`src/assert_macros.svh`:
```
// Assertion shorthand used by the hash table top level.
`ifndef ASSERT_MACROS_SVH
`define ASSERT_MACROS_SVH

// Same-cycle implication, checked on the rising clock edge outside reset.
`define ASSERT_IMPLIES(label, clk, rst, ante, cons, msg) \
   label: assert property (@(posedge clk) disable iff (rst) (ante) |-> (cons)) \
      else $error(msg);

// Next-cycle implication, checked on the rising clock edge outside reset.
`define ASSERT_NEXT(label, clk, rst, ante, cons, msg) \
   label: assert property (@(posedge clk) disable iff (rst) (ante) |=> (cons)) \
      else $error(msg);

`endif

```
`src/lpht_pkg.sv`:
```
package lpht_pkg;

   localparam int MAX_SLOTS = 16;
   localparam int SLOT_W    = $clog2(MAX_SLOTS);
   localparam int SIZE_W    = SLOT_W + 1;
   localparam int KEY_W     = 31;
   localparam int OP_W      = 2;
   localparam int STATUS_W  = 3;
   localparam int TAG_W     = 2;
   localparam int SIZE_RESET = 10;

   localparam logic [OP_W-1:0] OP_INSERT = 2'd0;
   localparam logic [OP_W-1:0] OP_SEARCH = 2'd1;
   localparam logic [OP_W-1:0] OP_REMOVE = 2'd2;
   localparam logic [OP_W-1:0] OP_UNUSED = 2'd3;

   localparam logic [TAG_W-1:0] TAG_EMPTY = 2'd0;
   localparam logic [TAG_W-1:0] TAG_USED  = 2'd1;
   localparam logic [TAG_W-1:0] TAG_GONE  = 2'd2;

   localparam logic [STATUS_W-1:0] ST_INSERTED    = 3'd0;
   localparam logic [STATUS_W-1:0] ST_FULL        = 3'd1;
   localparam logic [STATUS_W-1:0] ST_FOUND       = 3'd2;
   localparam logic [STATUS_W-1:0] ST_MISS        = 3'd3;
   localparam logic [STATUS_W-1:0] ST_REMOVED     = 3'd4;
   localparam logic [STATUS_W-1:0] ST_REMOVE_MISS = 3'd5;

   // Sequencer program counter and step addresses.
   localparam int PC_W = 3;
   localparam logic [PC_W-1:0] STEP_IDLE  = 3'd0;
   localparam logic [PC_W-1:0] STEP_DIV   = 3'd1;
   localparam logic [PC_W-1:0] STEP_HOME  = 3'd2;
   localparam logic [PC_W-1:0] STEP_PROBE = 3'd3;
   localparam logic [PC_W-1:0] STEP_EMIT  = 3'd4;

   // Jump conditions: when true the sequencer goes to the target step.
   typedef enum logic [2:0] {
      COND_NONE,
      COND_NO_REQ,
      COND_REM_BUSY,
      COND_OP_BAD,
      COND_PROBING,
      COND_OUT_BUSY
   } cond_type;

   typedef struct packed {
      cond_type          cond;
      logic [PC_W-1:0]   target;
      logic              last;
      logic              home;
      logic              probe;
      logic              emit;
   } ctrl_word_type;

   // Control store. Unused addresses fall back to the idle step.
   function automatic ctrl_word_type ucode(input logic [PC_W-1:0] pc);
      ctrl_word_type w;
      w = '{cond: COND_NONE, target: STEP_IDLE, last: 1'b1,
            home: 1'b0, probe: 1'b0, emit: 1'b0};
      case (pc)
         STEP_IDLE: begin
            w = '{cond: COND_NO_REQ, target: STEP_IDLE, last: 1'b0,
                  home: 1'b0, probe: 1'b0, emit: 1'b0};
         end
         STEP_DIV: begin
            w = '{cond: COND_REM_BUSY, target: STEP_DIV, last: 1'b0,
                  home: 1'b0, probe: 1'b0, emit: 1'b0};
         end
         STEP_HOME: begin
            w = '{cond: COND_OP_BAD, target: STEP_EMIT, last: 1'b0,
                  home: 1'b1, probe: 1'b0, emit: 1'b0};
         end
         STEP_PROBE: begin
            w = '{cond: COND_PROBING, target: STEP_PROBE, last: 1'b0,
                  home: 1'b0, probe: 1'b1, emit: 1'b0};
         end
         STEP_EMIT: begin
            w = '{cond: COND_OUT_BUSY, target: STEP_EMIT, last: 1'b1,
                  home: 1'b0, probe: 1'b0, emit: 1'b1};
         end
         default: begin
            w = '{cond: COND_NONE, target: STEP_IDLE, last: 1'b1,
                  home: 1'b0, probe: 1'b0, emit: 1'b0};
         end
      endcase
      return w;
   endfunction

endpackage

```
`src/linear_probe_hash_table.sv`:
```
// Channel  | Ports                               | Direction | Handshake
// request  | req_valid, req_stall, req_op/key    | in        | valid high, stall low
// response | rsp_valid, rsp_stall, rsp_status/.. | out       | valid high, stall low
// csr      | csr_wr_en, csr_wr_data              | in        | write on enable, no wait
//
// A request is answered after the remainder step (31 dividend bits, then a look to see the
// unit finish), a step that loads the home slot, the probes (1 up to table size, none for
// the unused opcode) and the hand-over. The next request is taken only once the sequence
// is back in the idle step after the hand-over. Reset empties every slot at once (tags are
// flip-flops) and sets the size to 10. A stalled response waits in the output register while
// the next request runs.
`include "assert_macros.svh"

module linear_probe_hash_table
   import lpht_pkg::*;
(
   input  logic                clock,
   input  logic                reset,
   input  logic                req_valid,
   output logic                req_stall,
   input  logic [OP_W-1:0]     req_op,
   input  logic [KEY_W-1:0]    req_key,
   output logic                rsp_valid,
   input  logic                rsp_stall,
   output logic [STATUS_W-1:0] rsp_status,
   output logic [SLOT_W-1:0]   rsp_slot_index,
   input  logic                csr_wr_en,
   input  logic [SIZE_W-1:0]   csr_wr_data
);

   // Sequencer state.
   logic [PC_W-1:0]     pc_ff, pc_in;
   ctrl_word_type       cw;
   logic                cond_true;

   // Request held for the duration of the sequence.
   logic [OP_W-1:0]     op_ff, op_in;
   logic [KEY_W-1:0]    key_ff, key_in;

   // Table size minus one, kept already clamped into the usable range.
   logic [SLOT_W-1:0]   size_m1_ff, size_m1_in;

   // Probe datapath.
   logic [SLOT_W-1:0]   pos_ff, pos_in;
   logic [SLOT_W-1:0]   cnt_ff, cnt_in;
   logic [SLOT_W-1:0]   pos_next;
   logic [STATUS_W-1:0] status_ff, status_in;
   logic [SLOT_W-1:0]   slot_ff, slot_in;

   // Slot storage: tags in flip-flops so that reset empties them at once,
   // keys in a memory with a registered read port.
   logic [TAG_W-1:0]    tag_ff [MAX_SLOTS];
   logic [TAG_W-1:0]    tag_in [MAX_SLOTS];
   logic [KEY_W-1:0]    key_mem [MAX_SLOTS];
   logic [KEY_W-1:0]    key_rd_ff;
   logic                key_we;

   // Output register.
   logic                rsp_valid_ff, rsp_valid_in;
   logic [STATUS_W-1:0] rsp_status_ff, rsp_status_in;
   logic [SLOT_W-1:0]   rsp_slot_ff, rsp_slot_in;

   // Remainder unit handshake.
   logic                req_accept;
   logic                rem_busy;
   logic [SLOT_W-1:0]   rem_value;
   logic [SIZE_W-1:0]   divisor;

   // Probe decode.
   logic [TAG_W-1:0]    tag_cur;
   logic                is_insert;
   logic                last_probe;
   logic                probe_hit;
   logic                probe_stop;
   logic                out_busy;
   logic                emit_fire;

   assign req_stall  = (pc_ff != STEP_IDLE);
   assign req_accept = req_valid && !req_stall;
   assign divisor    = {1'b0, size_m1_ff} + SIZE_W'(1);

   lpht_rem u_rem (
      .clock     (clock),
      .reset     (reset),
      .start     (req_accept),
      .dividend  (req_key),
      .divisor   (divisor),
      .busy      (rem_busy),
      .remainder (rem_value)
   );

   // The current control word comes straight from the control store.
   assign cw = ucode(pc_ff);

   // Probe evaluation. An insert stops at the first slot that is not
   // occupied; search and remove stop at an empty slot or a matching key,
   // and deleted slots are passed over. Every probe sequence gives up once
   // each slot in use has been looked at.
   always_comb begin
      tag_cur    = tag_ff[pos_ff];
      is_insert  = (op_ff == OP_INSERT);
      last_probe = (cnt_ff == size_m1_ff);
      pos_next   = (pos_ff == size_m1_ff) ? '0 : pos_ff + 1'b1;
      if (is_insert) begin
         probe_hit  = (tag_cur != TAG_USED);
         probe_stop = probe_hit || last_probe;
      end else begin
         probe_hit  = (tag_cur == TAG_USED) && (key_rd_ff == key_ff);
         probe_stop = probe_hit || (tag_cur == TAG_EMPTY) || last_probe;
      end
   end

   assign out_busy  = rsp_valid_ff && rsp_stall;
   assign emit_fire = cw.emit && !out_busy;

   always_comb begin
      case (cw.cond)
         COND_NONE:     cond_true = 1'b0;
         COND_NO_REQ:   cond_true = !req_accept;
         COND_REM_BUSY: cond_true = rem_busy;
         COND_OP_BAD:   cond_true = (op_ff == OP_UNUSED);
         COND_PROBING:  cond_true = !probe_stop;
         COND_OUT_BUSY: cond_true = out_busy;
         default:       cond_true = 1'b0;
      endcase
   end

   always_comb begin
      if (cond_true) begin
         pc_in = cw.target;
      end else if (cw.last) begin
         pc_in = STEP_IDLE;
      end else begin
         pc_in = pc_ff + 1'b1;
      end
   end

   // Configuration: a size of zero behaves as one slot, and anything above
   // the table depth behaves as the full depth.
   always_comb begin
      size_m1_in = size_m1_ff;
      if (csr_wr_en) begin
         if (csr_wr_data == '0) begin
            size_m1_in = '0;
         end else if (csr_wr_data > SIZE_W'(MAX_SLOTS)) begin
            size_m1_in = SLOT_W'(MAX_SLOTS - 1);
         end else begin
            size_m1_in = SLOT_W'(csr_wr_data - 1'b1);
         end
      end
   end

   // Datapath driven by the control word.
   always_comb begin
      op_in     = op_ff;
      key_in    = key_ff;
      pos_in    = pos_ff;
      cnt_in    = cnt_ff;
      status_in = status_ff;
      slot_in   = slot_ff;
      tag_in    = tag_ff;
      key_we    = 1'b0;

      if (req_accept) begin
         op_in  = req_op;
         key_in = req_key;
      end

      // Home slot: load the probe position and preset the answer for the
      // case where no slot is hit.
      if (cw.home) begin
         pos_in  = rem_value;
         cnt_in  = '0;
         slot_in = '0;
         case (op_ff)
            OP_INSERT: status_in = ST_FULL;
            OP_REMOVE: status_in = ST_REMOVE_MISS;
            default:   status_in = ST_MISS;
         endcase
      end

      if (cw.probe) begin
         if (probe_hit) begin
            slot_in = pos_ff;
            case (op_ff)
               OP_INSERT: begin
                  status_in      = ST_INSERTED;
                  tag_in[pos_ff] = TAG_USED;
                  key_we         = 1'b1;
               end
               OP_REMOVE: begin
                  status_in      = ST_REMOVED;
                  tag_in[pos_ff] = TAG_GONE;
               end
               default: begin
                  status_in = ST_FOUND;
               end
            endcase
         end else if (!probe_stop) begin
            pos_in = pos_next;
            cnt_in = cnt_ff + 1'b1;
         end
      end
   end

   // Output register: loaded when the sequence hands over its answer and the
   // previous response has gone.
   always_comb begin
      rsp_valid_in  = emit_fire || out_busy;
      rsp_status_in = rsp_status_ff;
      rsp_slot_in   = rsp_slot_ff;
      if (emit_fire) begin
         rsp_status_in = status_ff;
         rsp_slot_in   = slot_ff;
      end
   end

   always_ff @(posedge clock) begin
      if (reset) begin
         pc_ff        <= STEP_IDLE;
         size_m1_ff   <= SLOT_W'(SIZE_RESET - 1);
         rsp_valid_ff <= 1'b0;
         for (int i = 0; i < MAX_SLOTS; i++) begin
            tag_ff[i] <= TAG_EMPTY;
         end
      end else begin
         pc_ff        <= pc_in;
         size_m1_ff   <= size_m1_in;
         rsp_valid_ff <= rsp_valid_in;
         tag_ff       <= tag_in;
      end
      op_ff         <= op_in;
      key_ff        <= key_in;
      pos_ff        <= pos_in;
      cnt_ff        <= cnt_in;
      status_ff     <= status_in;
      slot_ff       <= slot_in;
      rsp_status_ff <= rsp_status_in;
      rsp_slot_ff   <= rsp_slot_in;
   end

   // Key store. The read address follows the next probe position, so the
   // key of the slot under test is ready in the cycle that examines it.
   always_ff @(posedge clock) begin
      if (key_we) begin
         key_mem[pos_ff] <= key_ff;
      end
      key_rd_ff <= key_mem[pos_in];
   end

   assign rsp_valid      = rsp_valid_ff;
   assign rsp_status     = rsp_status_ff;
   assign rsp_slot_index = rsp_slot_ff;

   // An accepted request always starts the remainder step next.
   `ASSERT_NEXT(a_accept_starts_div, clock, reset, req_accept, pc_ff == STEP_DIV,
                "accept did not start division")
   // A new response only ever comes out of the hand-over step.
   `ASSERT_IMPLIES(a_rsp_from_emit, clock, reset, $rose(rsp_valid_ff),
                   $past(pc_ff) == STEP_EMIT, "response raised outside hand-over step")
   // Answers without a slot carry slot index zero.
   `ASSERT_IMPLIES(a_miss_slot_zero, clock, reset,
                   rsp_valid_ff && (rsp_status_ff == ST_FULL || rsp_status_ff == ST_MISS ||
                                    rsp_status_ff == ST_REMOVE_MISS),
                   rsp_slot_ff == '0, "miss answer with nonzero slot")
   // The probe count never runs past the slots in use.
   `ASSERT_IMPLIES(a_probe_bound, clock, reset, pc_ff == STEP_PROBE,
                   cnt_ff <= size_m1_ff && pos_ff <= size_m1_ff, "probe beyond table size")

endmodule

```
`src/lpht_rem.sv`:
```
// Bit-serial restoring remainder: one dividend bit per cycle.
module lpht_rem
   import lpht_pkg::*;
(
   input  logic              clock,
   input  logic              reset,
   input  logic              start,
   input  logic [KEY_W-1:0]  dividend,
   input  logic [SIZE_W-1:0] divisor,
   output logic              busy,
   output logic [SLOT_W-1:0] remainder
);

   localparam int CNT_W = $clog2(KEY_W);

   logic              busy_ff, busy_in;
   logic [CNT_W-1:0]  cnt_ff, cnt_in;
   logic [KEY_W-1:0]  shift_ff, shift_in;
   logic [SLOT_W-1:0] rem_ff, rem_in;
   logic [SIZE_W-1:0] div_ff, div_in;
   logic [SIZE_W-1:0] trial;
   logic [SIZE_W-1:0] diff;

   always_comb begin
      trial    = {rem_ff, shift_ff[KEY_W-1]};
      diff     = trial - div_ff;
      busy_in  = busy_ff;
      cnt_in   = cnt_ff;
      shift_in = shift_ff;
      rem_in   = rem_ff;
      div_in   = div_ff;
      if (start) begin
         busy_in  = 1'b1;
         cnt_in   = CNT_W'(KEY_W - 1);
         shift_in = dividend;
         rem_in   = '0;
         div_in   = divisor;
      end else if (busy_ff) begin
         // The partial remainder stays below the divisor, so it fits a slot index.
         rem_in   = (trial >= div_ff) ? diff[SLOT_W-1:0] : trial[SLOT_W-1:0];
         shift_in = {shift_ff[KEY_W-2:0], 1'b0};
         cnt_in   = cnt_ff - 1'b1;
         busy_in  = (cnt_ff != '0);
      end
   end

   always_ff @(posedge clock) begin
      if (reset) begin
         busy_ff <= 1'b0;
      end else begin
         busy_ff <= busy_in;
      end
      cnt_ff   <= cnt_in;
      shift_ff <= shift_in;
      rem_ff   <= rem_in;
      div_ff   <= div_in;
   end

   assign busy      = busy_ff;
   assign remainder = rem_ff;

endmodule

```
`config.mk`:
```
export PLATFORM = sky130hd
export DESIGN_NAME = linear_probe_hash_table
export DESIGN_NICKNAME = d
export VERILOG_FILES = /design/src/lpht_pkg.sv /design/src/linear_probe_hash_table.sv /design/src/lpht_rem.sv
export VERILOG_INCLUDE_DIRS = /design/src /design/src/src
export SDC_FILE = /design/constraint.sdc
export NUM_CORES = 1
export LEC_CHECK = 0
export BUFFER_PORTS_ARGS = -buffer_cell sky130_fd_sc_hd__buf_4
export CELL_PAD_IN_SITES_DETAIL_PLACEMENT = 1
export CELL_PAD_IN_SITES_GLOBAL_PLACEMENT = 1
export CORE_UTILIZATION = 34
export DETAILED_ROUTE_END_ITERATION = 12
export PLACE_DENSITY = 0.67
export SETUP_SLACK_MARGIN = 0.4
export SYNTH_ARGS = -nofsm -noshare
export SYNTH_HDL_FRONTEND = slang
export SYNTH_SLANG_ARGS = --single-unit
```
`constraint.sdc`:
```
create_clock -name clock -period 7.3 [get_ports clock]
set_input_delay 0.73 -clock clock [delete_from_list [all_inputs] [get_ports clock]]
set_output_delay 0.73 -clock clock [all_outputs]
set_load 0.1 [all_outputs]
```
# Word-level counts from Yosys, hierarchy flattened
# Memory sizes are Yosys's and may differ from the RTL's. A register that Yosys moved wholly into a read port is not among the register bits.
# Index checks and enable logic that the tools add are counted.
# totals
memories	1
in_bits	43
elab_cells	130
output_inout_bits	9
mem_bits_rw	496
regBits	141
# mem_list
memory	words	width	rd	rd_ports_with_merged_regs	wr	line	source
key_mem	16	31	1	1	1	linear_probe_hash_table.sv:54	logic [KEY_W-1:0] key_mem [MAX_SLOTS];
# classes
mux	41
n_addsub	7
bitwise_logic	7
reduce_logical	22
eq_ne	16
n_lt_le_gt_ge	4
# ops
op	n
32-bit case mux with 2 select lines	1
31-bit two-way mux	2
4-bit two-way mux	15
10-bit case mux with 5 select lines	1
16-bit bitwise AND	2
16-bit NOT	2
16-bit OR	2
31-bit == test	1
3-bit two-way mux	5
3-bit by 2-bit == test with 1-bit output (second input constant)	4
3-bit case mux with 2 select lines	2
3-bit == test (second input constant)	3
1-bit two-way mux	9
4-bit by 1-bit adder with 4-bit output (second input constant)	2
2-bit binary-select mux with 4-bit select	1
2-bit demux with 4-bit select	1
4-bit == test	2
3-bit by 1-bit == test with 1-bit output (second input constant)	2
2-bit two-way mux	3
4-bit by 1-bit adder with 5-bit output (second input constant)	1
5-bit >= comparator	1
5-bit >= comparator (second input constant)	1
5-bit greater-than comparator (second input constant)	1
1-bit logical AND	5
19 further kinds	28

# Longest topological paths before layout
# Gate-level depths: netlist of run 1.
# logic_depth
word_depth	12
ltp_mapped	16
ltp_nobuf	13

# By module
# Synthesis of run 1 repeated with hierarchy kept, for this count alone.
# unflattened
cells_unflattened	1880
area_unflattened_um2	26286.5
# by_module_without_submodules
mod	instances	seq_area_each_um2	cells_per_inst	area_each_um2
linear_probe_hash_table	1	17817.1	1730	24171.9
lpht_rem	1	1281.2	150	2114.5

# Worst setup path after synthesis of run 1
# OpenSTA, ideal clock, no wires.
# synth_path
kind	reg2reg
start	reg pos_ff[0]
end	mem key_mem[0][0] (enable)
arrival_ns	3.165
path_stages_with_launch	8
slack_ns	3.716
setup_ns	0.419
synth_period_minus_slack_ns	3.584
required_ns	6.881
path_cell_list	dfxtp_1 > buf_6 > mux4_2 > nand2_1 > a41oi_4 > nor3b_1 > nand2_1 > nor2_1
# synth_via
elab_chain_cells	11
# synth_rtl
element	line	source
start, declared	linear_probe_hash_table.sv:44	logic [SLOT_W-1:0] pos_ff, pos_in;
start signal, assigned	linear_probe_hash_table.sv:234	pos_ff <= pos_in;
4-bit NOT with 5-bit output (not written as such)	linear_probe_hash_table.sv:100	tag_cur = tag_ff[pos_ff];
2-bit binary-select mux with 4-bit select	linear_probe_hash_table.sv:100	
2-bit two-way mux (not written as such) (2 in series)	linear_probe_hash_table.sv:100	
2-bit by 1-bit == test with 1-bit output	linear_probe_hash_table.sv:108	probe_hit = (tag_cur == TAG_USED) && (key_rd_ff == key_ff);
1-bit logical AND	linear_probe_hash_table.sv:108	
1-bit two-way mux	linear_probe_hash_table.sv:104	if (is_insert) begin
1-bit two-way mux	linear_probe_hash_table.sv:183	if (probe_hit) begin
1-bit two-way mux	linear_probe_hash_table.sv:182	if (cw.probe) begin
1-bit two-way mux	linear_probe_hash_table.sv:245	if (key_we) begin
1-bit two-way mux (not written as such)	linear_probe_hash_table.sv:246	key_mem[pos_ff] <= key_ff;
end, declared	linear_probe_hash_table.sv:54	
# Several ways; a longest one is shown, not always the timed one. The select of a mux whose other input is x is not followed.

# Final worst setup path of run 1
# layout_path
start	reg op_ff[1]
end	reg key_rd_ff[14] (read register of key_mem)
# layout_via
elab_chain_cells	5
# layout_rtl
element	line	source
start, declared	linear_probe_hash_table.sv:37	logic [OP_W-1:0] op_ff, op_in;
start signal, assigned	linear_probe_hash_table.sv:232	op_ff <= op_in;
2-bit logical NOT *	linear_probe_hash_table.sv:101	is_insert = (op_ff == OP_INSERT);
1-bit two-way mux	linear_probe_hash_table.sv:104	
4-bit two-way mux	linear_probe_hash_table.sv:199	end else if (!probe_stop) begin
4-bit two-way mux *	linear_probe_hash_table.sv:183	
4-bit two-way mux *	linear_probe_hash_table.sv:182	
end, declared	linear_probe_hash_table.sv:55	logic [KEY_W-1:0] key_rd_ff;
# Every way passes the cells marked *; elsewhere a longest branch is shown, timed or not.
# A chain may end at the register's enable or synchronous reset.

==> run_results.csv, run 1 <==
group,metric,value,unit
pwr,total_leakage_power,0.0100,uW
detailed_routing,drc_errors,0,
synthesis,synthTopCellsByArea,"edfxtp_1, nand2_1, dfxtp_1",
global_route,gr-total-overflow,0,
global_route,grt_pass1_wl,107000,um
worst_setup_path,critical_path.max_stage_delay,0.88,ns
global_route,grt_pass1_vias,17489,
worst_setup_path,crit_path_cell_trace,"or2_2 -> nand4_1 -> nor4_1 -> nand2_1 -> a31o_4 -> o22a_4 -> inv_6 -> buf_4 -> nand2_1 -> a32oi_1 -> a32oi_1 -> nand2_1",
final_layout,final_cell_area,30100,um2
worst_setup_path,crit_buf_inv,2,
detailed_routing,wl_per_cell,22.7,um
final_layout,drive_gt1_share,10.6,%
final_layout,fin_util,39.4,%
sta,finalHoldViolCount,0,
clock_network,cts-root-buf,"clkbuf_16",
die,pin_count,52,
global_route,grt_use_total,18.2,%
synthesis,yosys.cell_types.count,59,
die,die_x,280,um
detailed_routing,drtIter0Drc,1258,
detailed_routing,wl,71600,um
synthesis,synth_simple_gate_area_share,12.4,%
synthesis,yosysSeqAreaShare,72.5,%
place,gp_congestion,0.802,
pwr,p_per_area,370,nW/um2
sta,tns,0,ns
clock_network,cts_max_path_buffers,3,
worst_setup_path,critPathLaunchType,"register",
worst_setup_path,crit_path_max_fanout,137,
place,dp_slack,2.07,ns
worst_setup_path,path_class,"register to register",
place,placed_cell_area,27900,um2
die,start_util,34.5,%
synthesis,dominantRegCellSynth,"edfxtp_1",
die,die_h,280,um
sta,fmax,0.190,GHz
detailed_routing,ant_nets,0,
synthesis,synth_area_per_cell,12.9,um2
pwr,seqPwrFrac,45.8,%
worst_setup_path,crit_required,7.83,ns
die,fp-row-count,101,
sta,drv_slew,0,
die,dieArea,78600,um2
pwr,combPwrFrac,23.4,%
clock_network,clkSinkCount,668,
synthesis,synth_seq_cells,668,
synthesis,synth.top_cell.area_share,65.2,%
status,status,"finished clean",
synthesis,synthAdderAreaFrac,1.02,%
clock_network,worst_skew_pair.late_latency,0.60,ns
synthesis,synthesis.nets,2109,
synthesis,async_reset_ff_share,0,%
pwr,switchingPower,3620,uW
sta,worst_slack,2.03,ns
clock_network,clkTransAtPathRegs,0.06,ns
detailed_routing,vias,16813,
synthesis,synth-compound-area-share,8.97,%
final_layout,syn2layout_area_growth,14.2,%
detailed_routing,dr.pass1.iters,5,
pwr,irDropWorstVdd,371,uV
sta,period_share,72.2,%
worst_hold_path,hp-class,"input port to register",
sta,tightest_slew,1.12,ns
global_route,grt_max_degree,195,
sta,finalSetupViolCount,0,
clock_network,htreeDepth,3,
synthesis,yosysWarnings,0,
pwr,swShare,32.5,%
synthesis,synthMuxAreaShare,1.11,%
synthesis,synthCells,2046,
synthesis,yosys.area.top_type,"edfxtp_1",
worst_setup_path,crit_arrival,5.79,ns
sta,fin_hold_ws,0.308,ns
die,core,76300,um2
sta,slew_headroom,25.1,%
worst_setup_path,critPathTopFamily,"simple AND/OR/NAND/NOR gates",
synthesis,synth-xor-area-share,1.63,%
clock_network,cts_tree,"yes",
worst_setup_path,crit_top_cell,"nand2_1",
pwr,pwr-share-clk,30.9,%
clock_network,hold_buffers,0,
sta,fin_skew,0.0224,ns
pwr,internal_power,7520,uW
detailed_routing,routed_via_density,5.33,
clock_network,postCtsSetupBuffers,0,
sta,rsz0062_at_grt,"false",
clock_network,post_cts_resized,0,
sta,period_minus_slack,5.27,ns
worst_setup_path,cpMaxStageDelayCell,"inv_6",
worst_setup_path,end_kind,"register",
global_route,antenna_found_initial,3,
final_layout,nets,2135,
place,port_buffers,51,
synthesis,synth_edf_count,572,
place,dp_hpwl,37300,um
synthesis,synth_top_family_by_area,"simple AND/OR/NAND/NOR gates",
synthesis,synth.cell_area,26300,um2
run,cap_violations,0,
clock_network,cts_buffers,70,
==> cells in the final DEF (no fill, tap or decap), types with 13 or more instances in the layout <==
cell type,count
buf_4,77
edfxtp_1,572
clkbuf_1,16
xnor2_1,46
nand4_1,13
clkbuf_16,73
o21ai_0,30
nand3_1,82
nor2_4,17
clkinv_2,15
a21oi_1,170
a32oi_1,124
inv_1,24
ha_1,19
nand2_1,594
dfxtp_1,96
nor3b_1,17
nor2_1,24
==> stage by stage <==
stage | power [uW] | instances
6_report | 11100 | 3157
5_1_grt | 11600 | 3156
4_1_cts | 11200 | 3156
3_5_place_dp | 7760 | 3030
3_3_place_gp | 7650 | 3030
2_1_floorplan | 6850 | 2046
==> state kept, by name, indices dropped and copies added, names as in the netlist, named ones only <==
| name | cells |
|---|---|
| cnt_ff | 4 |
| u_rem.div_ff | 5 |
| key_ff | 31 |
| rsp_status | 3 |
| status_ff | 3 |
| op_ff | 2 |
| u_rem.shift_ff | 31 |
| rsp_valid | 1 |
| u_rem.busy | 1 |
| pos_ff | 4 |
| key_mem | 496 |
| u_rem.remainder | 4 |
| key_rd_ff | 31 |
| u_rem.cnt_ff | 5 |
| pc_ff | 3 |
| size_m1_ff | 4 |
| slot_ff | 4 |
| rsp_slot_index | 4 |
==> metal layers <==
layer  part of all wire (%)  vias up  GRT usage, %
met4                    2.4        4          5.06
met3                    5.6      129          3.11
li1                       -     7537             -
met5                  0.034        -             0
met2                     48      482          30.0
met1                     44     8661          24.5
==> worst register-to-register path, delay by kind of cell (launching register included) <==
family / cells / cell delay, ns
AND/OR/NAND/NOR: 6 / 1.69
buffers and inverters: 2 / 1.50
AO/OA/AOI/OAI: 4 / 1.17
flip-flops: 1 / 0.84
==> cell type report <==
class / instances / area (um2)
timing repair buffer: 79 / 618
multi-input combinational: 1227 / 6770
tap: 1030 / 1290
sequential: 668 / 19100
fill: 8045 / 46200
clock buffer: 95 / 1970
inverter: 26 / 103
antenna: 1 / 2.50
clock inverter: 31 / 234
==> power groups by stage <==
stage	Clock, uW	Combinational, uW	Sequential, uW
final	3440	2600	5100
after global routing	3650	2850	5150
after CTS	3510	2610	5100
after detailed placement	0	2590	5170
after floorplan	0	1820	5030
after global placement	0	2500	5150
==> cell usage after synthesis, drive strengths merged (13+ instances only) <==
library cell,n
a21oi,170
a32oi,124
buf,53
clkbuf,72
dfxtp,96
edfxtp,572
ha,19
inv,26
nand2,595
nand3,82
nand4,13
nor2,42
nor3b,17
o21ai,30
xnor2,46
==> kinds of logic (layout without fill, tap and decap cells) <==
kind of cell	Yosys count	in the layout
flip-flops	668	668
XOR/XNOR	49	49
adder cells (fa/ha/maj)	21	21
multiplexers	18	18
buffers and inverters	151	231
AND/OR/NAND/NOR	786	786
AO/OA/AOI/OAI	353	353
other	0	1
==> final timing paths <==
path / startpoint / end / slack (ns) / cells after the start
min: req_op[1] / op_ff[1] / 0.31 / 1
max: op_ff[1] / key_rd_ff[14] / 2.03 / 12
max reg2reg: op_ff[1] / key_rd_ff[14] / 2.03 / 12
min reg2reg: slot_ff[2] / rsp_slot_index[2] / 0.45 / 0
No activity file was read; power rests on OpenSTA's default activity.
==> run 2: changes to the inputs <==
--- a/config.mk
+++ b/config.mk
@@ -11,7 +11,7 @@
 export CELL_PAD_IN_SITES_GLOBAL_PLACEMENT = 1
 export CORE_UTILIZATION = 34
 export DETAILED_ROUTE_END_ITERATION = 12
-export PLACE_DENSITY = 0.67
+export PLACE_DENSITY = 0.69
 export SETUP_SLACK_MARGIN = 0.4
 export SYNTH_ARGS = -nofsm -noshare
 export SYNTH_HDL_FRONTEND = slang
==> constraint.sdc (replaced) <==
create_clock -name clock -period 4.4 [get_ports clock]
set_input_delay 0.44 -clock clock [delete_from_list [all_inputs] [get_ports clock]]
set_output_delay 0.44 -clock clock [all_outputs]
set_load 0.1 [all_outputs]
==> run 2 against run 1 <==
Compared with the run above:
- clock power is 65% higher
- first-iteration DRC count up 22%
- sequential share of layout area is 1.9 points lower
- critical path depth is the same
- power is 70% higher
==> run_results.csv, run 2 (synthesized netlist as in run 1, its figures left out) <==
group,metric,value,unit
detailed_routing,wl_per_cell,22.9,um
place,dp_hpwl,43600,um
worst_setup_path,crit_path_max_fanout,16,
die,die_h,280,um
worst_setup_path,crit_arrival,4.32,ns
clock_network,worst_skew_pair.late_latency,0.62,ns
global_route,grt_use_total,18.7,%
detailed_routing,ant_nets,0,
sta,tightest_slew,0.806,ns
detailed_routing,routed_via_density,5.31,
sta,finalSetupViolCount,0,
die,core,76300,um2
worst_hold_path,hp-class,"input port to register",
final_layout,final_common_cell,"nand2_1",
place,port_buffers,51,
place,dp_slack,0.431,ns
place,gp_congestion,0.809,
clock_network,cts_buffers,69,
pwr,p_per_area,612,nW/um2
detailed_routing,wl,74000,um
sta,fin_skew,0.0297,ns
sta,fmax,0.260,GHz
run,cap_violations,0,
sta,worst_slack,0.553,ns
final_layout,nets,2207,
clock_network,clkSinkCount,668,
worst_setup_path,end_kind,"register",
final_layout,layout_common_cells,"nand2_1, edfxtp_1, a21oi_1, a32oi_1, buf_4",
die,dieArea,78600,um2
pwr,irDropWorstVdd,473,uV
global_route,grt_pass1_wl,112000,um
detailed_routing,drc_errors,0,
final_layout,syn2layout_area_growth,17.7,%
detailed_routing,vias,17141,
sta,rsz0062_at_grt,"false",
clock_network,cts_max_path_buffers,3,
global_route,grt_pass1_vias,18227,
global_route,antenna_found_initial,2,
final_layout,regMostFlops,"key_mem",
clock_network,cts_tree,"yes",
final_layout,antenna_cells,0,
die,fp-row-count,101,
clock_network,cts-root-buf,"clkbuf_16",
status,status,"finished clean",
detailed_routing,drtIter0Drc,1538,
clock_network,htreeDepth,3,
die,die_x,280,um
die,pin_count,52,
die,start_util,34.5,%
detailed_routing,dr.pass1.iters,5,
global_route,grt_max_degree,109,
sta,period_minus_slack,3.85,ns
global_route,gr-total-overflow,0,
worst_setup_path,crit_required,4.87,ns
sta,tns,0,ns
sta,drv_slew,0,
final_layout,largest_reg_flops,496,
sta,slew_headroom,46.1,%
sta,period_share,87.4,%
clock_network,clkTransAtPathRegs,0.06,ns
worst_setup_path,critPathLaunchType,"register",
sta,finalHoldViolCount,0,
worst_setup_path,path_class,"register to register",
pwr,total_leakage_power,0.0105,uW
final_layout,drive_gt1_share,13.3,%
[run 2: path summary, 6_finish.rpt]
check	cells after the start	slack, ns	endpoint	start
worst max-delay path	12	0.55	key_rd_ff[21]	pos_ff[0]
worst min-delay path	1	0.03	key_ff[4]	req_key[4]
worst max register to register	12	0.55	key_rd_ff[21]	pos_ff[0]
worst min register to register	0	0.44	rsp_status[1]	status_ff[1]
[run 2: per-layer routing]
| layer | part of all wire [%] | GRT usage (%) | vias up |
|---|---|---|---|
| met3 | 5.0 | 2.17 | 92 |
| met2 | 50 | 32.2 | 486 |
| met5 | 0 | 0 | - |
| met4 | 1.7 | 5.13 | 0 |
| li1 | - | - | 7685 |
| met1 | 43 | 24.9 | 8878 |
[run 2: power by group]
group,internal [uW],switching (uW)
Combinational,1610,3400
Clock,3250,2430
Sequential,7830,441
Total,12700,6280
[run 2: area by class of cell]
class,count,area (um2)
Fill cell,8022,45300
Sequential cell,668,19100
Multi-Input combinational cell,1228,6790
Clock buffer,96,1960
Timing Repair Buffer,151,1530
Tap cell,1030,1290
Clock inverter,31,225
Inverter,26,103
[run 2: timing repair]
item	in CTS	in global routing
endpoints found under the setup margin	2	28
buffers inserted	1	10
endpoints found under the hold margin	4	0
hold buffers	4	0
gates cloned	0	1
resized for setup	0	2
[run 2: worst max-delay path, stage by stage, from the launching register on]
cell and delay, ns:
dfxtp_1 0.45, buf_4 0.21, mux4_2 0.51, a22oi_2 0.18, nand2_2 0.13, a41oi_4 0.26, a31o_4 0.37, nor2_1 0.12
a221o_1 0.36, and2_2 0.42, buf_4 0.32, a32oi_1 0.26, nand2_1 0.10
[run 2: per-stage QoR]
stage / instance area [um2] / hold WS (ns) / util, % / power (uW) / cells
2_1_floorplan: 26300 / 0.403 / - / 11400 / 2046
3_3_place_gp: 28700 / 0.413 / 37.5 / 13100 / 3087
3_5_place_dp: 28700 / 0.419 / 37.5 / 13300 / 3087
4_1_cts: 30900 / 0.00369 / 40.5 / 19000 / 3219
5_1_grt: 31000 / 0.0207 / 40.6 / 19700 / 3230
6_report: 31000 / 0.0285 / 40.6 / 19000 / 3230
==> run 3: changes to the inputs <==
--- a/config.mk
+++ b/config.mk
@@ -11,8 +11,9 @@
 export CELL_PAD_IN_SITES_GLOBAL_PLACEMENT = 1
 export CORE_UTILIZATION = 34
 export DETAILED_ROUTE_END_ITERATION = 12
-export PLACE_DENSITY = 0.69
+export PLACE_DENSITY = 0.59
 export SETUP_SLACK_MARGIN = 0.4
+export SLEW_MARGIN = 20
 export SYNTH_ARGS = -nofsm -noshare
 export SYNTH_HDL_FRONTEND = slang
 export SYNTH_SLANG_ARGS = --single-unit
==> run 3 against run 2 <==
Compared with the run above:
- combinational power about the same
- final cell count is 0.31% lower
- first-iteration DRC count fell by 27%
- worst setup slack better by 0.067 ns
- critical path type unchanged
- via count decreased by 2.1%
- global-route usage is 0.42 points higher
- clock power rose by 5.6%
- critical path depth unchanged
- critical endpoint is now key_rd_ff[10]
- sequential power hardly changed
- sequential cell count unchanged
- final area increased by 0.38%
==> run_results.csv, run 3 (synthesized netlist as in run 1, its figures left out) <==
group,metric,value,unit
worst_setup_path,end_kind,"register",
final_layout,largest_reg_flops,496,
worst_setup_path,crit_arrival,4.31,ns
worst_setup_path,critPathLaunchType,"register",
final_layout,fillers,7953,
final_layout,syn2layout_area_growth,18.2,%
sta,finalSetupViolCount,0,
die,start_util,34.5,%
sta,fin_skew,0.0337,ns
run,cap_violations,0,
global_route,grt_pass1_wl,111000,um
final_layout,antenna_cells,0,
global_route,grt_max_degree,79,
final_layout,final_common_cell,"nand2_1",
clock_network,htreeDepth,3,
sta,slew_headroom,30.5,%
sta,rsz0062_at_grt,"false",
detailed_routing,ant_nets,0,
detailed_routing,vias,16779,
sta,tightest_slew,1.04,ns
global_route,antenna_found_initial,2,
detailed_routing,dr.pass1.iters,5,
clock_network,cts-root-buf,"clkbuf_16",
detailed_routing,drc_errors,0,
die,pin_count,52,
detailed_routing,wl,74000,um
clock_network,cts_tree,"yes",
place,dp_cells,3087,
place,dp_hpwl,41300,um
final_layout,regMostFlops,"key_mem",
pwr,total_leakage_power,0.0105,uW
final_layout,final_cells,3220,
final_layout,drive_gt1_share,13.2,%
clock_network,clkSinkCount,668,
global_route,grt_use_total,19.1,%
global_route,gr-total-overflow,0,
pwr,p_per_area,621,nW/um2
die,die_h,280,um
die,fp-row-count,101,
die,dieArea,78600,um2
clock_network,clkTransAtPathRegs,0.06,ns
clock_network,worst_skew_pair.late_latency,0.61,ns
sta,fmax,0.265,GHz
final_layout,layout_common_cells,"nand2_1, edfxtp_1, a21oi_1, a32oi_1, buf_4",
detailed_routing,wl_per_cell,23.0,um
pwr,irDropWorstVdd,440,uV
sta,drv_slew,0,
place,port_buffers,51,
status,status,"finished clean",
sta,finalHoldViolCount,0,
sta,tns,0,ns
clock_network,cts_max_path_buffers,3,
sta,period_minus_slack,3.78,ns
detailed_routing,routed_via_density,5.21,
sta,period_share,85.9,%
die,die_x,280,um
worst_setup_path,path_class,"register to register",
die,core,76300,um2
pwr,power,19300,uW
global_route,grt_pass1_vias,17718,
worst_setup_path,crit_required,4.93,ns
detailed_routing,drtIter0Drc,1118,
final_layout,nets,2201,
place,gp_congestion,0.766,
worst_setup_path,crit_path_max_fanout,54,
clock_network,cts_buffers,70,
worst_hold_path,hp-class,"input port to register",
[run 3: cell types whose count changed in the layout (fill, tap and decap cells not counted), sizes merged]
cell	delta
buf	-10
clkinv	-9
bufinv	+5
clkbuf	+4
inv	-1
dlygate4sd3	+3
clkinvlp	-2
[run 3: power breakdown]
group          switching [uW]  internal (uW)  leakage (uW)  total [uW]
registers                 435           7830       0.00598        8270
logic                    3390           1650       0.00341        5040
clock network            2410           3600       0.00114        6000
total                    6230          13100        0.0105       19300
[run 3: final timing paths]
kind / startpoint / end / slack, ns / cells past startpoint
max: key_ff[28] / key_rd_ff[10] / 0.62 / 12
min: req_key[8] / key_ff[8] / 0.04 / 1
max reg2reg: key_ff[28] / key_rd_ff[10] / 0.62 / 12
min reg2reg: status_ff[1] / rsp_status[1] / 0.46 / 0
[run 3: timing repair]
| action | 4_1_cts | 5_1_grt |
|---|---|---|
| gates cloned | 1 | 0 |
| endpoints found under the setup margin | 5 | 37 |
| hold buffers | 7 | 0 |
| hold endpoints to repair | 7 | 0 |
| gates resized for setup | 1 | 4 |
| setup buffers | 0 | 1 |
[run 3: worst max-delay path: stages, from the launching register on]
cell	delay (ns)
edfxtp_1	0.62
xnor2_1	0.28
nand4_1	0.21
nor4_2	0.40
nand2_1	0.28
a31o_4	0.40
o22a_4	0.26
inv_8	0.33
buf_4	0.31
nand2_1	0.08
a32oi_1	0.26
a32oi_1	0.12
nand2_1	0.08
[run 3: layer usage]
metal  vias up  track usage [%]  part of all wire (%)
li1       7673                -                     -
met1      8608             25.8                    45
met2       391             31.5                    48
met3       105             2.96                   5.0
met4         2             6.39                   2.5
met5         -                0                 0.016
[run 3: metrics by stage]
step	utilization (%)	area [um2]	worst slack (ns)	hold WS, ns
after floorplan	-	26300	0.816	0.403
after global placement	37.6	28700	0.537	0.437
after detailed placement	37.6	28700	0.381	0.430
after CTS	40.7	31100	0.404	0.000759
after global routing	40.8	31100	0.433	0.0192
final	40.8	31100	0.620	0.0354
[run 3: cell type report]
cell class,count,area (um2),share of cell area [%]
Sequential cell,668,19100,61.4
Multi-Input combinational cell,1228,6810,21.9
Clock buffer,100,2020,6.49
Timing Repair Buffer,144,1500,4.82
Tap cell,1030,1290,4.14
Clock inverter,24,293,0.941
Inverter,26,106,0.342
